$ cat src/hw/rtl/cdms_pkg.sv
`timescale 1ns / 1ps
// ----------------------------------------------------------------------------
// cdms_pkg: shared types, codes and digit helpers
// Item and result layouts, display mode codes, default tick intervals and
// the constant-divisor decimal conversions used by the frame builder.
// ----------------------------------------------------------------------------
package cdms_pkg;

  localparam int unsigned BOOT_TICKS_DEF   = 2;
  localparam int unsigned NORMAL_TICKS_DEF = 10;
  localparam int unsigned FLASH_TICKS_DEF  = 30;
  localparam int unsigned BLINK_TICKS_DEF  = 5;

  localparam logic [3:0]  NIB_BLANK   = 4'hF;
  localparam logic [15:0] FRAME_BLANK = 16'hFFFF;

  localparam logic OP_TICK = 1'b0;
  localparam logic OP_MODE = 1'b1;

  typedef enum logic [2:0] {
    DM_BOOT   = 3'd0,
    DM_TIME   = 3'd1,
    DM_FLASH  = 3'd2,
    DM_VOLUME = 3'd3,
    DM_EDIT   = 3'd4
  } mode_t;

  typedef struct packed {
    logic               op;
    logic [2:0]         new_mode;
    logic [4:0]         hour;
    logic [5:0]         minute;
    logic signed [5:0]  alarm_hour;
    logic signed [6:0]  alarm_minute;
    logic [4:0]         edit_hour;
    logic [5:0]         edit_minute;
    logic [13:0]        flash_number;
    logic [4:0]         volume_level;
    logic [2:0]         status_flags;
  } in_item_t;

  // indicators: [7] snooze [6] nap [5] wifi [4] alarm set [3] alarm colon
  //             [2] main colon [1] pm [0] am
  typedef struct packed {
    logic [15:0] main_digits;
    logic [15:0] alarm_digits;
    logic [7:0]  indicators;
    logic        boot_advance;
  } out_item_t;

  // Two decimal digits {tens, ones} of a value below 128 (tens kept to 4 bits).
  function automatic logic [7:0] bcd2(input logic [6:0] v);
    logic [15:0] p;
    logic [6:0]  t;
    logic [6:0]  o;
    p = 16'(v) * 16'd205;
    t = 7'(p >> 11);
    o = v - 7'(t * 7'd10);
    return {t[3:0], o[3:0]};
  endfunction

  // Four digits, right-aligned, leading positions blank.
  function automatic logic [15:0] flash_digits(input logic [13:0] v);
    logic [31:0] p1;
    logic [31:0] p2;
    logic [31:0] p3;
    logic [13:0] q1;
    logic [7:0]  q2;
    logic [4:0]  q3;
    logic [3:0]  d0;
    logic [3:0]  d1;
    logic [3:0]  d2;
    logic [3:0]  d3;
    p1 = 32'(v) * 32'd52429;
    p2 = 32'(v) * 32'd5243;
    p3 = 32'(v) * 32'd8389;
    q1 = 14'(p1 >> 19);
    q2 = 8'(p2 >> 19);
    q3 = 5'(p3 >> 23);
    d0 = 4'(v - 14'(q1 * 14'd10));
    d1 = 4'(q1 - 14'({6'd0, q2} * 14'd10));
    d2 = 4'(q2 - 8'({3'd0, q3} * 8'd10));
    d3 = (q3 >= 5'd10) ? 4'(q3 - 5'd10) : q3[3:0];
    return {(q3 != 5'd0) ? d3 : NIB_BLANK,
            (q2 != 8'd0) ? d2 : NIB_BLANK,
            (q1 != 14'd0) ? d1 : NIB_BLANK,
            d0};
  endfunction

endpackage

$ cat src/hw/rtl/cdms_if.sv
`timescale 1ns / 1ps
// ----------------------------------------------------------------------------
// cdms_if: valid/ready channels of the display sequencer
// Input channel carries one tick or mode-write transaction; output channel
// carries one display frame.
// ----------------------------------------------------------------------------
interface cdms_in_if;
  logic               valid;
  logic               ready;
  logic               op;
  logic [2:0]         new_mode;
  logic [4:0]         hour;
  logic [5:0]         minute;
  logic signed [5:0]  alarm_hour;
  logic signed [6:0]  alarm_minute;
  logic [4:0]         edit_hour;
  logic [5:0]         edit_minute;
  logic [13:0]        flash_number;
  logic [4:0]         volume_level;
  logic [2:0]         status_flags;

  modport source (
    output valid, op, new_mode, hour, minute, alarm_hour, alarm_minute,
           edit_hour, edit_minute, flash_number, volume_level, status_flags,
    input  ready
  );
  modport sink (
    input  valid, op, new_mode, hour, minute, alarm_hour, alarm_minute,
           edit_hour, edit_minute, flash_number, volume_level, status_flags,
    output ready
  );
endinterface

interface cdms_out_if;
  logic        valid;
  logic        ready;
  logic [15:0] main_digits;
  logic [15:0] alarm_digits;
  logic [7:0]  indicators;
  logic        boot_advance;

  modport source (
    output valid, main_digits, alarm_digits, indicators, boot_advance,
    input  ready
  );
  modport sink (
    input  valid, main_digits, alarm_digits, indicators, boot_advance,
    output ready
  );
endinterface

$ cat src/hw/rtl/cdms_in_stage.sv
`timescale 1ns / 1ps
// ----------------------------------------------------------------------------
// cdms_in_stage: input register
// Captures one transaction; refills in the same cycle it hands one on.
// ----------------------------------------------------------------------------
module cdms_in_stage (
  input  logic              clk,
  input  logic              rst_n,
  cdms_in_if.sink           in_bus,
  input  logic              take,
  output cdms_pkg::in_item_t item,
  output logic              item_valid
);
  import cdms_pkg::*;

  logic     valid_r;
  logic     valid_nxt;
  in_item_t item_r;
  logic     accept;

  assign in_bus.ready = !valid_r || take;
  assign accept       = in_bus.valid && in_bus.ready;

  always_comb begin
    valid_nxt = valid_r;
    if (accept) begin
      valid_nxt = 1'b1;
    end else if (take) begin
      valid_nxt = 1'b0;
    end
  end

  always_ff @(posedge clk) begin
    if (!rst_n) begin
      valid_r <= 1'b0;
    end else begin
      valid_r <= valid_nxt;
    end
  end

  always_ff @(posedge clk) begin
    if (accept) begin
      item_r <= '{op:           in_bus.op,
                  new_mode:     in_bus.new_mode,
                  hour:         in_bus.hour,
                  minute:       in_bus.minute,
                  alarm_hour:   in_bus.alarm_hour,
                  alarm_minute: in_bus.alarm_minute,
                  edit_hour:    in_bus.edit_hour,
                  edit_minute:  in_bus.edit_minute,
                  flash_number: in_bus.flash_number,
                  volume_level: in_bus.volume_level,
                  status_flags: in_bus.status_flags};
    end
  end

  assign item       = item_r;
  assign item_valid = valid_r;

endmodule

$ cat src/hw/rtl/cdms_engine.sv
`timescale 1ns / 1ps
// ----------------------------------------------------------------------------
// cdms_engine: mode state and frame builder
// Holds mode, tick and blink counters and the current frame, and works out
// the next state and the result frame of one transaction in a single pass.
// ----------------------------------------------------------------------------
module cdms_engine #(
  parameter int unsigned BOOT_TICKS   = cdms_pkg::BOOT_TICKS_DEF,
  parameter int unsigned NORMAL_TICKS = cdms_pkg::NORMAL_TICKS_DEF,
  parameter int unsigned FLASH_TICKS  = cdms_pkg::FLASH_TICKS_DEF,
  parameter int unsigned BLINK_TICKS  = cdms_pkg::BLINK_TICKS_DEF
) (
  input  logic               clk,
  input  logic               rst_n,
  input  logic               take,
  input  cdms_pkg::in_item_t item,
  input  logic               cfg_we,
  input  logic               cfg_wdata,
  output cdms_pkg::out_item_t res,
  output logic               res_valid
);
  import cdms_pkg::*;

  mode_t       mode_r,   mode_nxt;
  logic [4:0]  tick_r,   tick_nxt;
  logic        colon_r,  colon_nxt;
  logic [2:0]  blink_r,  blink_nxt;
  logic        mark_r,   mark_nxt;
  logic [15:0] main_r,   main_nxt;
  logic [15:0] alarm_r,  alarm_nxt;
  logic [7:0]  ind_r,    ind_nxt;
  logic        mil_r;

  logic [4:0]  limit;
  logic [4:0]  tick_inc;
  logic        tick_hit;
  logic        mode_ok;
  logic        boot_adv;
  logic [2:0]  blink_inc;
  logic        blink_wrap;
  logic [4:0]  hr_disp;
  logic [7:0]  hr_bcd;
  logic [7:0]  mn_bcd;
  logic [7:0]  ah_bcd;
  logic [7:0]  am_bcd;
  logic [7:0]  eh_bcd;
  logic [7:0]  em_bcd;
  logic [7:0]  vol_bcd;
  logic        no_alarm;
  logic [15:0] normal_main;
  logic [15:0] normal_alarm;
  logic [7:0]  normal_ind;
  logic [7:0]  enter_ind;
  logic [15:0] flash_main;
  logic [15:0] vol_main;

  always_comb begin
    unique case (mode_r)
      DM_BOOT:             limit = 5'(BOOT_TICKS);
      DM_TIME:             limit = 5'(NORMAL_TICKS);
      DM_FLASH, DM_VOLUME: limit = 5'(FLASH_TICKS);
      default:             limit = 5'd1;
    endcase
  end

  assign tick_inc   = tick_r + 5'd1;
  assign tick_hit   = tick_inc >= limit;
  assign mode_ok    = item.new_mode <= DM_EDIT;
  assign blink_inc  = blink_r + 3'd1;
  assign blink_wrap = blink_inc >= 3'(BLINK_TICKS);

  // 12-hour display unless mil_r is set: hour 0 reads 12, hours above 12 drop by 12
  always_comb begin
    if (mil_r) begin
      hr_disp = item.hour;
    end else if (item.hour > 5'd12) begin
      hr_disp = item.hour - 5'd12;
    end else if (item.hour == 5'd0) begin
      hr_disp = 5'd12;
    end else begin
      hr_disp = item.hour;
    end
  end

  assign hr_bcd  = bcd2({2'd0, hr_disp});
  assign mn_bcd  = bcd2({1'b0, item.minute});
  assign ah_bcd  = bcd2({2'd0, item.alarm_hour[4:0]});
  assign am_bcd  = bcd2({1'b0, item.alarm_minute[5:0]});
  assign eh_bcd  = bcd2({2'd0, item.edit_hour});
  assign em_bcd  = bcd2({1'b0, item.edit_minute});
  assign vol_bcd = bcd2({2'd0, item.volume_level});

  assign no_alarm     = item.alarm_hour[5] || item.alarm_minute[6];
  assign normal_main  = {((hr_disp > 5'd9) || mil_r) ? hr_bcd[7:4] : NIB_BLANK,
                         hr_bcd[3:0], mn_bcd};
  assign normal_alarm = no_alarm ? FRAME_BLANK : {ah_bcd, am_bcd};
  assign normal_ind   = {ind_r[7:6], item.status_flags[0], !no_alarm, !no_alarm,
                         colon_r, !mil_r && (item.hour >= 5'd12),
                         !mil_r && (item.hour < 5'd12)};
  assign enter_ind    = {item.status_flags[2], item.status_flags[1], 6'd0};
  assign flash_main   = flash_digits(item.flash_number);
  assign vol_main     = {8'hFF, (vol_bcd[7:4] == 4'd0) ? NIB_BLANK : vol_bcd[7:4],
                         vol_bcd[3:0]};

  always_comb begin
    mode_nxt  = mode_r;
    tick_nxt  = tick_r;
    colon_nxt = colon_r;
    blink_nxt = blink_r;
    mark_nxt  = mark_r;
    main_nxt  = main_r;
    alarm_nxt = alarm_r;
    ind_nxt   = ind_r;
    res_valid = 1'b0;
    boot_adv  = 1'b0;
    if (take) begin
      unique case (item.op)
        OP_MODE: begin
          if (mode_ok) begin
            res_valid = 1'b1;
            mode_nxt  = mode_t'(item.new_mode);
            tick_nxt  = 5'd0;
            alarm_nxt = FRAME_BLANK;
            ind_nxt   = enter_ind;
            if (item.new_mode == DM_FLASH) begin
              main_nxt = flash_main;
            end else if (item.new_mode == DM_VOLUME) begin
              main_nxt = vol_main;
            end else begin
              main_nxt = FRAME_BLANK;
            end
          end
        end
        default: begin
          tick_nxt = tick_inc;
          if (tick_hit) begin
            tick_nxt  = 5'd0;
            res_valid = 1'b1;
            unique case (mode_r)
              DM_BOOT: begin
                boot_adv = 1'b1;
              end
              DM_TIME: begin
                main_nxt  = normal_main;
                alarm_nxt = normal_alarm;
                ind_nxt   = normal_ind;
                colon_nxt = !colon_r;
              end
              DM_FLASH, DM_VOLUME: begin
                // timeout: same as a mode write of normal
                mode_nxt  = DM_TIME;
                main_nxt  = FRAME_BLANK;
                alarm_nxt = FRAME_BLANK;
                ind_nxt   = enter_ind;
              end
              default: begin
                blink_nxt = blink_wrap ? 3'd0 : blink_inc;
                mark_nxt  = mark_r ^ blink_wrap;
                alarm_nxt = {eh_bcd, em_bcd};
                ind_nxt   = {ind_r[7:5], mark_r ^ blink_wrap, 1'b1, ind_r[2:0]};
              end
            endcase
          end
        end
      endcase
    end
  end

  always_ff @(posedge clk) begin
    if (!rst_n) begin
      mode_r  <= DM_BOOT;
      tick_r  <= 5'd0;
      colon_r <= 1'b0;
      blink_r <= 3'd0;
      mark_r  <= 1'b0;
      main_r  <= FRAME_BLANK;
      alarm_r <= FRAME_BLANK;
      ind_r   <= 8'd0;
      mil_r   <= 1'b0;
    end else begin
      mode_r  <= mode_nxt;
      tick_r  <= tick_nxt;
      colon_r <= colon_nxt;
      blink_r <= blink_nxt;
      mark_r  <= mark_nxt;
      main_r  <= main_nxt;
      alarm_r <= alarm_nxt;
      ind_r   <= ind_nxt;
      if (cfg_we) begin
        mil_r <= cfg_wdata;
      end
    end
  end

  assign res = '{main_digits:  main_nxt,
                 alarm_digits: alarm_nxt,
                 indicators:   ind_nxt,
                 boot_advance: boot_adv};

endmodule

$ cat src/hw/rtl/cdms_out_stage.sv
`timescale 1ns / 1ps
// ----------------------------------------------------------------------------
// cdms_out_stage: result register
// Holds one frame until the sink takes it; free when empty or draining.
// ----------------------------------------------------------------------------
module cdms_out_stage (
  input  logic                clk,
  input  logic                rst_n,
  input  logic                load,
  input  cdms_pkg::out_item_t res,
  cdms_out_if.source          out_bus,
  output logic                free
);
  import cdms_pkg::*;

  logic      valid_r;
  logic      valid_nxt;
  out_item_t res_r;

  assign free = !valid_r || out_bus.ready;

  always_comb begin
    valid_nxt = valid_r;
    if (load) begin
      valid_nxt = 1'b1;
    end else if (out_bus.ready) begin
      valid_nxt = 1'b0;
    end
  end

  always_ff @(posedge clk) begin
    if (!rst_n) begin
      valid_r <= 1'b0;
    end else begin
      valid_r <= valid_nxt;
    end
  end

  always_ff @(posedge clk) begin
    if (load) begin
      res_r <= res;
    end
  end

  assign out_bus.valid        = valid_r;
  assign out_bus.main_digits  = res_r.main_digits;
  assign out_bus.alarm_digits = res_r.alarm_digits;
  assign out_bus.indicators   = res_r.indicators;
  assign out_bus.boot_advance = res_r.boot_advance;

endmodule

$ cat src/hw/rtl/clock_display_mode_sequencer.sv
`timescale 1ns / 1ps
// ----------------------------------------------------------------------------
// clock_display_mode_sequencer: clock display mode and frame controller
// An accepted transaction waits in the input register; its frame is then
// held in the result register.
// Throughput: one transaction per cycle while the output sink keeps up.
// Reset (synchronous, rst_n low): boot mode, counters cleared, frames blank,
// 12-hour display.
// ----------------------------------------------------------------------------
module clock_display_mode_sequencer #(
  parameter int unsigned BOOT_TICKS   = cdms_pkg::BOOT_TICKS_DEF,
  parameter int unsigned NORMAL_TICKS = cdms_pkg::NORMAL_TICKS_DEF,
  parameter int unsigned FLASH_TICKS  = cdms_pkg::FLASH_TICKS_DEF,
  parameter int unsigned BLINK_TICKS  = cdms_pkg::BLINK_TICKS_DEF
) (
  input  logic        clk,
  input  logic        rst_n,
  cdms_in_if.sink     in_bus,
  cdms_out_if.source  out_bus,
  input  logic        cfg_we,
  input  logic        cfg_wdata
);
  import cdms_pkg::*;

  in_item_t  item;
  logic      item_valid;
  out_item_t res;
  logic      res_valid;
  logic      out_free;
  logic      take;

  // item moves on only when the result slot can take whatever it makes
  assign take = item_valid && out_free;

  cdms_in_stage u_in (
    .clk        (clk),
    .rst_n      (rst_n),
    .in_bus     (in_bus),
    .take       (take),
    .item       (item),
    .item_valid (item_valid)
  );

  cdms_engine #(
    .BOOT_TICKS   (BOOT_TICKS),
    .NORMAL_TICKS (NORMAL_TICKS),
    .FLASH_TICKS  (FLASH_TICKS),
    .BLINK_TICKS  (BLINK_TICKS)
  ) u_engine (
    .clk       (clk),
    .rst_n     (rst_n),
    .take      (take),
    .item      (item),
    .cfg_we    (cfg_we),
    .cfg_wdata (cfg_wdata),
    .res       (res),
    .res_valid (res_valid)
  );

  cdms_out_stage u_out (
    .clk     (clk),
    .rst_n   (rst_n),
    .load    (res_valid),
    .res     (res),
    .out_bus (out_bus),
    .free    (out_free)
  );

endmodule

$ cat src/flat_wrapper.sv
// flat-port wrapper written by rule: the top's interface ports become plain ports
module clock_display_mode_sequencer_flat import cdms_pkg::*;
#(
  parameter int unsigned BOOT_TICKS   = cdms_pkg::BOOT_TICKS_DEF,
  parameter int unsigned NORMAL_TICKS = cdms_pkg::NORMAL_TICKS_DEF,
  parameter int unsigned FLASH_TICKS  = cdms_pkg::FLASH_TICKS_DEF,
  parameter int unsigned BLINK_TICKS  = cdms_pkg::BLINK_TICKS_DEF
)
  (clk, rst_n, cfg_we, cfg_wdata, in_bus_valid, in_bus_op, in_bus_new_mode, in_bus_hour, in_bus_minute, in_bus_alarm_hour, in_bus_alarm_minute, in_bus_edit_hour, in_bus_edit_minute, in_bus_flash_number, in_bus_volume_level, in_bus_status_flags, in_bus_ready, out_bus_valid, out_bus_main_digits, out_bus_alarm_digits, out_bus_indicators, out_bus_boot_advance, out_bus_ready);
  cdms_in_if in_bus_i ();
  cdms_out_if out_bus_i ();
  input  logic clk;
  input  logic rst_n;
  input  logic cfg_we;
  input  logic cfg_wdata;
  input wire logic [$bits(in_bus_i.valid)-1:0] in_bus_valid;
  input wire logic [$bits(in_bus_i.op)-1:0] in_bus_op;
  input wire logic [$bits(in_bus_i.new_mode)-1:0] in_bus_new_mode;
  input wire logic [$bits(in_bus_i.hour)-1:0] in_bus_hour;
  input wire logic [$bits(in_bus_i.minute)-1:0] in_bus_minute;
  input wire logic [$bits(in_bus_i.alarm_hour)-1:0] in_bus_alarm_hour;
  input wire logic [$bits(in_bus_i.alarm_minute)-1:0] in_bus_alarm_minute;
  input wire logic [$bits(in_bus_i.edit_hour)-1:0] in_bus_edit_hour;
  input wire logic [$bits(in_bus_i.edit_minute)-1:0] in_bus_edit_minute;
  input wire logic [$bits(in_bus_i.flash_number)-1:0] in_bus_flash_number;
  input wire logic [$bits(in_bus_i.volume_level)-1:0] in_bus_volume_level;
  input wire logic [$bits(in_bus_i.status_flags)-1:0] in_bus_status_flags;
  output wire logic [$bits(in_bus_i.ready)-1:0] in_bus_ready;
  output wire logic [$bits(out_bus_i.valid)-1:0] out_bus_valid;
  output wire logic [$bits(out_bus_i.main_digits)-1:0] out_bus_main_digits;
  output wire logic [$bits(out_bus_i.alarm_digits)-1:0] out_bus_alarm_digits;
  output wire logic [$bits(out_bus_i.indicators)-1:0] out_bus_indicators;
  output wire logic [$bits(out_bus_i.boot_advance)-1:0] out_bus_boot_advance;
  input wire logic [$bits(out_bus_i.ready)-1:0] out_bus_ready;
  assign in_bus_i.valid = in_bus_valid;
  assign in_bus_i.op = in_bus_op;
  assign in_bus_i.new_mode = in_bus_new_mode;
  assign in_bus_i.hour = in_bus_hour;
  assign in_bus_i.minute = in_bus_minute;
  assign in_bus_i.alarm_hour = in_bus_alarm_hour;
  assign in_bus_i.alarm_minute = in_bus_alarm_minute;
  assign in_bus_i.edit_hour = in_bus_edit_hour;
  assign in_bus_i.edit_minute = in_bus_edit_minute;
  assign in_bus_i.flash_number = in_bus_flash_number;
  assign in_bus_i.volume_level = in_bus_volume_level;
  assign in_bus_i.status_flags = in_bus_status_flags;
  assign in_bus_ready = in_bus_i.ready;
  assign out_bus_valid = out_bus_i.valid;
  assign out_bus_main_digits = out_bus_i.main_digits;
  assign out_bus_alarm_digits = out_bus_i.alarm_digits;
  assign out_bus_indicators = out_bus_i.indicators;
  assign out_bus_boot_advance = out_bus_i.boot_advance;
  assign out_bus_i.ready = out_bus_ready;
  clock_display_mode_sequencer #(.BOOT_TICKS(BOOT_TICKS), .NORMAL_TICKS(NORMAL_TICKS), .FLASH_TICKS(FLASH_TICKS), .BLINK_TICKS(BLINK_TICKS)) u_core (.clk(clk), .rst_n(rst_n), .in_bus(in_bus_i), .out_bus(out_bus_i), .cfg_we(cfg_we), .cfg_wdata(cfg_wdata));
endmodule
$ cat config.mk
export PLATFORM = sky130hd
export DESIGN_NAME = clock_display_mode_sequencer_flat
export DESIGN_NICKNAME = d
export VERILOG_FILES = /design/src/hw/rtl/cdms_pkg.sv /design/src/hw/rtl/cdms_if.sv /design/src/hw/rtl/cdms_in_stage.sv /design/src/hw/rtl/cdms_engine.sv /design/src/hw/rtl/cdms_out_stage.sv /design/src/hw/rtl/clock_display_mode_sequencer.sv /design/src/flat_wrapper.sv
export SDC_FILE = /design/constraint.sdc
export NUM_CORES = 1
export LEC_CHECK = 0
export BUFFER_PORTS_ARGS = -buffer_cell sky130_fd_sc_hd__clkbuf_2
export CORE_MARGIN = 4
export CORE_UTILIZATION = 50
export CTS_CLUSTER_SIZE = 10
export DETAILED_ROUTE_END_ITERATION = 7
export PLACE_DENSITY = 0.68
export SYNTH_ARGS = -nofsm -noshare
export SYNTH_HDL_FRONTEND = slang
export SYNTH_SLANG_ARGS = --single-unit
$ cat constraint.sdc
create_clock -name clk -period 6.2 [get_ports clk]
set_input_delay 1.24 -clock clk [delete_from_list [all_inputs] [get_ports clk]]
set_output_delay 1.24 -clock clk [all_outputs]
set_load 0.05 [all_outputs]
# Word-level counts from Yosys, hierarchy flattened
# Index checks and enable logic that the tools add are counted.
[word_totals]
ff_bits = 158
latch_bits = 0
ram_bits = 0
rom_bits = 0
elab_cells = 154
memories = 0
[classes]
n_addsub = 14
mul = 20
n_div = 0
magnitude_cmp = 8
eq_ne = 6
shifts = 0
mux = 45
bitwise_logic = 5
reduce_logical = 30
[ops]
columns = ["cell", "count"]
rows = [
  ["$mux W16", 10],
  ["$mul A5 B8 Y13 const B", 4],
  ["$pmux W16 S3", 1],
  ["$mul A6 B8 Y14 const B", 3],
  ["$mux W8", 5],
  ["$sub A4 B4 Y4", 10],
  ["$pmux W16 S2", 1],
  ["$mul A14 B16 Y30 const B", 1],
  ["$mux W5", 6],
  ["$mul A14 B14 Y28 const B", 1],
  ["$mul A14 B13 Y27 const B", 1],
  ["$mux W4", 6],
  ["$pmux W8 S3", 1],
  ["$mux W3", 5],
  ["$pmux W5 S3", 1],
  ["$reduce_bool A14 Y1", 1],
  ["$eq A3 B2 Y1 const B", 4],
  ["$mul A2 B3 Y3 const B", 4],
  ["$reduce_and A4 Y1", 3],
  ["$mul A11 B3 Y3 const B", 1],
  ["$ge A5 B4 Y1 const B", 2],
  ["$gt A5 B4 Y1 const B", 2],
  ["$mul A3 B3 Y3 const B", 3],
  ["$mux W1", 9],
  ["other kinds (27)", 43],
]

# Longest topological paths before layout
[depth]
depth_word = 11
depth_mapped = 28

# By module
# Synthesis repeated with hierarchy kept, for this count alone.
[unflattened]
hier_cells = 2123
area_unflattened_um2 = 20587.2
[modules_own_cells]
columns = ["module", "n_inst", "cells_per_inst", "area_per_inst_um2", "seq_area_each_um2"]
rows = [
  ["cdms_engine", 1, 2011, 17411.7, 1081.0],
  ["cdms_in_stage", 1, 66, 1889.3, 1851.8],
  ["cdms_out_stage", 1, 45, 1280.0, 1251.2],
  ["clock_display_mode_sequencer", 1, 1, 6.3, 0.0],
]

# Worst setup path after synthesis
# Ideal clock, no wire load.
[synth_timing]
path_kind = "reg2reg"
start = "reg u_core.u_in.item_r (netlist bit u_core.u_in.item[20])"
end = "reg u_core.u_out.res_r (netlist bit u_core.u_out.out_bus.main_digits[7]), data pin"
setup_ns = 0.260
arrival_time_ns = 6.499
required_ns = 5.940
path_slack_ns = -0.559
stages_incl_launch_ff = 27
period_less_slack_ns = 6.759
path_cell_list = "edfxtp_1 > inv_1 > ha_1 > xnor2_1 > xnor2_1 > inv_1 > fa_1 > inv_1 > fa_1 > inv_1 > fa_1 > inv_1 > fa_1 > inv_1 > ha_1 > and4_1 > a21boi_0 > o21ai_0 > o211ai_1 > xor2_1 > or2_2 > fa_1 > xnor2_1 > xnor2_1 > xnor2_1 > nor3_2 > nor2_1"
[synth_rtl]
columns = ["item", "line", "rtl"]
rows = [
  ["start, declared", "cdms_in_stage.sv:18", "in_item_t item_r;"],
  ["start signal, assigned", "cdms_in_stage.sv:43", "item_r <= '{op: in_bus.op,"],
  ["end signal, assigned", "cdms_out_stage.sv:41", "res_r <= res;"],
  ["end, declared", "cdms_out_stage.sv:18", "out_item_t res_r;"],
]

==> run_results.csv <==
group,metric,value,unit
critical_path,arrival,6.38,ns
status,run_status,"finished clean",
cts,cts_made_buffers,17,
cells_and_area,multiInputGateArea,14400,µm²
cts,clock_tree.root_cell,"clkbuf_16",
hold_path,worst_hold_path_type,"flop to flop",
hold_path,hold_depth,2,
sta,post-route-min-period,6.18,ns
cells_and_area,antennaDiodeCount,0,
routing,routed_wire_length_per_instance,18.0,µm
floorplanning,design.portCount,110,
routing,drt_drc_violations_left,0,
placed_design,hpwlAfterDp,41.6,mm
power,p_leak,11.6,nW
sta,grt_setup_unrepaired,"true",
placed_design,io_buffer_count,109,
cells_and_area,final-seq-area,4180,µm²
global_routing,busiest_layer,"met2",
critical_path,timing.critical_path.from_type,"flop",
logic_synthesis,synthesis.area,19900,µm²
cts,cts_buffer_depth,2,
sta,max_slew_headroom,37.1,%
sta,report.final.setup_viol,0,
sta,finalClockSkew,0.0148,ns
cts,worst_setup_hold_path_clk_slew,0.08,ns
power,ir_drop,0.000456,V
logic_synthesis,netlist.top_cell.by_area,"ha_1",
logic_synthesis,synth_common_cells,"ha_1, inv_1, fa_1, edfxtp_1, a21oi_1",
job,max_cap_violations,0,
placed_design,gp_congestion,0.931,
floorplanning,starting_density_of_the_core,51.1,%
power,power,0.00949,W
global_routing,groute.layer.met1.usage,29.7,%
logic_synthesis,post-synth-top-area-fraction,28.3,%
global_routing,global_route.overflow_total,0,
critical_path,critPathKind,"flop to flop",
sta,fmaxAchievable,162,MHz
critical_path,reg2reg_depth,23,
routing,drt-vias-per-instance,5.46,
cells_and_area,area_delta_synth_final,15.3,%
global_routing,grt.met2_usage,40.6,%
logic_synthesis,synth_area_leaders,"ha_1, fa_1, edfxtp_1, inv_1, dfxtp_1",
sta,timing_hold_violations_final,0,
cts,cts.sinks,158,
routing,remaining_number_of_nets_flagged_by_the_antenna_check_after_routing,0,
cells_and_area,fillerInstances,3327,
sta,period_share,99.7,%
logic_synthesis,yosys_most_used_dff,"edfxtp_1",
critical_path,crit_path_max_fanout,8,
global_routing,globalRouteMet3Util,3.85,%
routing,detailroute.via_count,15102,
cts,worstSkewPairLatency,0.46,ns
logic_synthesis,synthMostInstantiatedCell,"ha_1",
critical_path,rrSetupSlack,0.02,ns
sta,slew_at_the_pin_with_the_worst_max_slew_slack,0.944,ns
global_routing,largest_net_degree_at_the_start_of_global_routing,62,
cells_and_area,drive_gt1_share,17.0,%
logic_synthesis,synthesized_netlist_net_count,2701,
floorplanning,die_w,208,µm
global_routing,grt_antenna_before_repair,0,
routing,wirelength,49.9,mm
logic_synthesis,syn-instance-count,2011,
logic_synthesis,yosys_warnings,0,
critical_path,rr_endpoint,"u_core.u_out.out_bus.main_digits[7]",
floorplanning,chipHeight,208,µm
logic_synthesis,synth_seq_area_share,21.0,%
floorplanning,std_cell_rows,72,
power,power_density_relative_to_cell_area,413,nW/µm²
logic_synthesis,synth.lib_cells_used.distinct,86,
logic_synthesis,synth_enable_flop_cells,102,
cells_and_area,finalNetCount,2927,
routing,first_pass_detailed_route_iteration_total,7,
logic_synthesis,async_reset_ff_share,0,%
critical_path,timing.critical_path.to_type,"flop",
global_routing,global_route_wire_length_before_repair,80.3,mm
hold_path,worstHoldStart,"u_core.u_engine.blink_r[1]",
floorplanning,overall_die_area,43100,µm²
logic_synthesis,syn_avg_cell_area,9.90,µm²
critical_path,critical_path.reg2reg.startpoint,"u_core.u_in.item[20]",
sta,timing.final.max_slew_violations,0,
critical_path,timing.critical_path.required,6.40,ns
cts,htreeDepth,4,
global_routing,groute.usage.overall,23.1,%
routing,drt_first_iter_violations,766,
logic_synthesis,postSynthRegisterBits,158,
global_routing,via_count_of_the_first_global_routing_pass,15664,
hold_path,whs_endpoint,"u_core.u_engine.blink_r[1]",
cts,cts_tree,"yes",
sta,hold_slack,0.488,ns
floorplanning,core_area,39000,µm²
placed cells by master (no fill, tap or decap), types with 6 or more instances in the layout:
cell	n
ha_4	8
o211ai_1	17
and2_1	16
inv_1	426
nand4_1	13
o21ai_0	61
ha_2	7
nor2b_1	8
mux2i_1	7
o31ai_1	6
o21ai_1	12
nand2_1	74
nand2b_1	22
a21o_1	21
inv_2	8
xnor2_1	40
nor2_1	84
xnor2_2	10
nor3_1	10
and3_1	9
buf_6	6
edfxtp_1	102
nand3_1	31
a31oi_1	7
o21a_1	18
dfxtp_1	56
or2_2	15
a211oi_2	6
ha_1	435
a21oi_1	93
a211oi_1	9
xor2_1	24
o221ai_1	6
clkbuf_16	17
a22oi_1	7
fa_1	169
buf_4	117
clkbuf_2	109
state kept, by name (all words and copies together), names as in the netlist, 3 cells and up:
name / flops
u_core.u_in.item: 61
u_core.u_engine.tick_r: 5
u_core.u_engine.mode_r: 3
u_core.u_engine.blink_r: 3
u_core.u_out.out_bus.alarm_digits: 16
u_core.u_engine.ind_r: 8
u_core.u_engine.alarm_r: 16
u_core.u_engine.main_r: 16
u_core.u_out.out_bus.indicators: 8
u_core.u_out.out_bus.main_digits: 16
through the flow:
step	cells	setup slack [ns]	utilization, %	TNS, ns	cell area (µm²)
after detailed placement	2694	-0.0955	55.7	-0.343	21700
final	2768	0.0214	58.9	0	23000
after floorplan	2011	-0.00196	-	-0.00196	20000
after CTS	2740	0.00326	57.7	0	22500
after global placement	2694	0.00252	55.7	0	21700
after global routing	2768	-0.296	58.9	-1.85	23000
layout make-up:
| type | count | area share, % |
|---|---|---|
| multi-input cells | 1392 | 62.7 |
| flip-flops and latches | 158 | 18.2 |
| inverters | 435 | 7.12 |
| repair buffers | 233 | 6.58 |
| well taps | 518 | 2.82 |
| clock buffers | 17 | 1.85 |
| clock inverters | 15 | 0.719 |
worst max-delay path by stage:
stage,start,end,cells after the start
global placement,u_core.u_in.item[20],u_core.u_out.out_bus.main_digits[3],25
detailed placement,u_core.u_in.item[20],u_core.u_out.out_bus.main_digits[3],25
global route,u_core.u_in.item[20],u_core.u_out.out_bus.main_digits[7],26
CTS,u_core.u_in.item[12],u_core.u_engine.main_r[2],27
finish,u_core.u_in.item[20],u_core.u_out.out_bus.main_digits[7],23
floorplan,u_core.u_in.item[20],u_core.u_out.out_bus.main_digits[7],26
power breakdown:
part           internal [W]  total [W]  leakage (nW)  switching (W)
logic               0.00331    0.00720          9.88        0.00388
clock network      0.000541    0.00107         0.290       0.000533
registers           0.00117    0.00122          1.38      0.0000442
cell families after synthesis:
group | count (synthesis) | synth area share [%]
DFF | 158 | 21.0
buffers and inverters | 461 | 8.70
and+or+nand+nor | 328 | 8.50
xor gates and xnor gates | 79 | 3.69
adders and majority gates | 623 | 45.7
muxes | 11 | 0.572
AOI/OAI and AO/OA | 351 | 11.9
critical path: stages (launching register included):
cell and delay, ns:
edfxtp_1 0.53, buf_4 0.20, buf_4 0.19, fa_1 0.46, ha_1 0.32, fa_1 0.47
fa_1 0.54, inv_1 0.05, fa_1 0.53, inv_1 0.05, ha_1 0.33, nand2_1 0.10
buf_4 0.14, o21a_1 0.19, o21ai_0 0.09, a21oi_1 0.28, o211ai_4 0.16, or2_4 0.26
fa_2 0.35, xnor2_2 0.15, xnor2_1 0.20, xnor2_1 0.12, nor3_2 0.14, nor2_1 0.06
timing repair:
item                                    4_1_cts  5_1_grt
resized for setup                            20       53
buffers inserted                             14       28
pin swaps                                    18       29
endpoints found under the setup margin        7       21
hold buffers                                  0        0
hold endpoints to repair                      0        0
metal layers:
layer	up-vias	wire length [µm]	share of wire, %
li1	7300	-	-
met1	7340	21200	42
met2	386	24800	50
met3	76	2590	5.2
met4	0	1350	2.7
met5	-	0	0
Note: power is estimated with default switching activity, not from simulation.
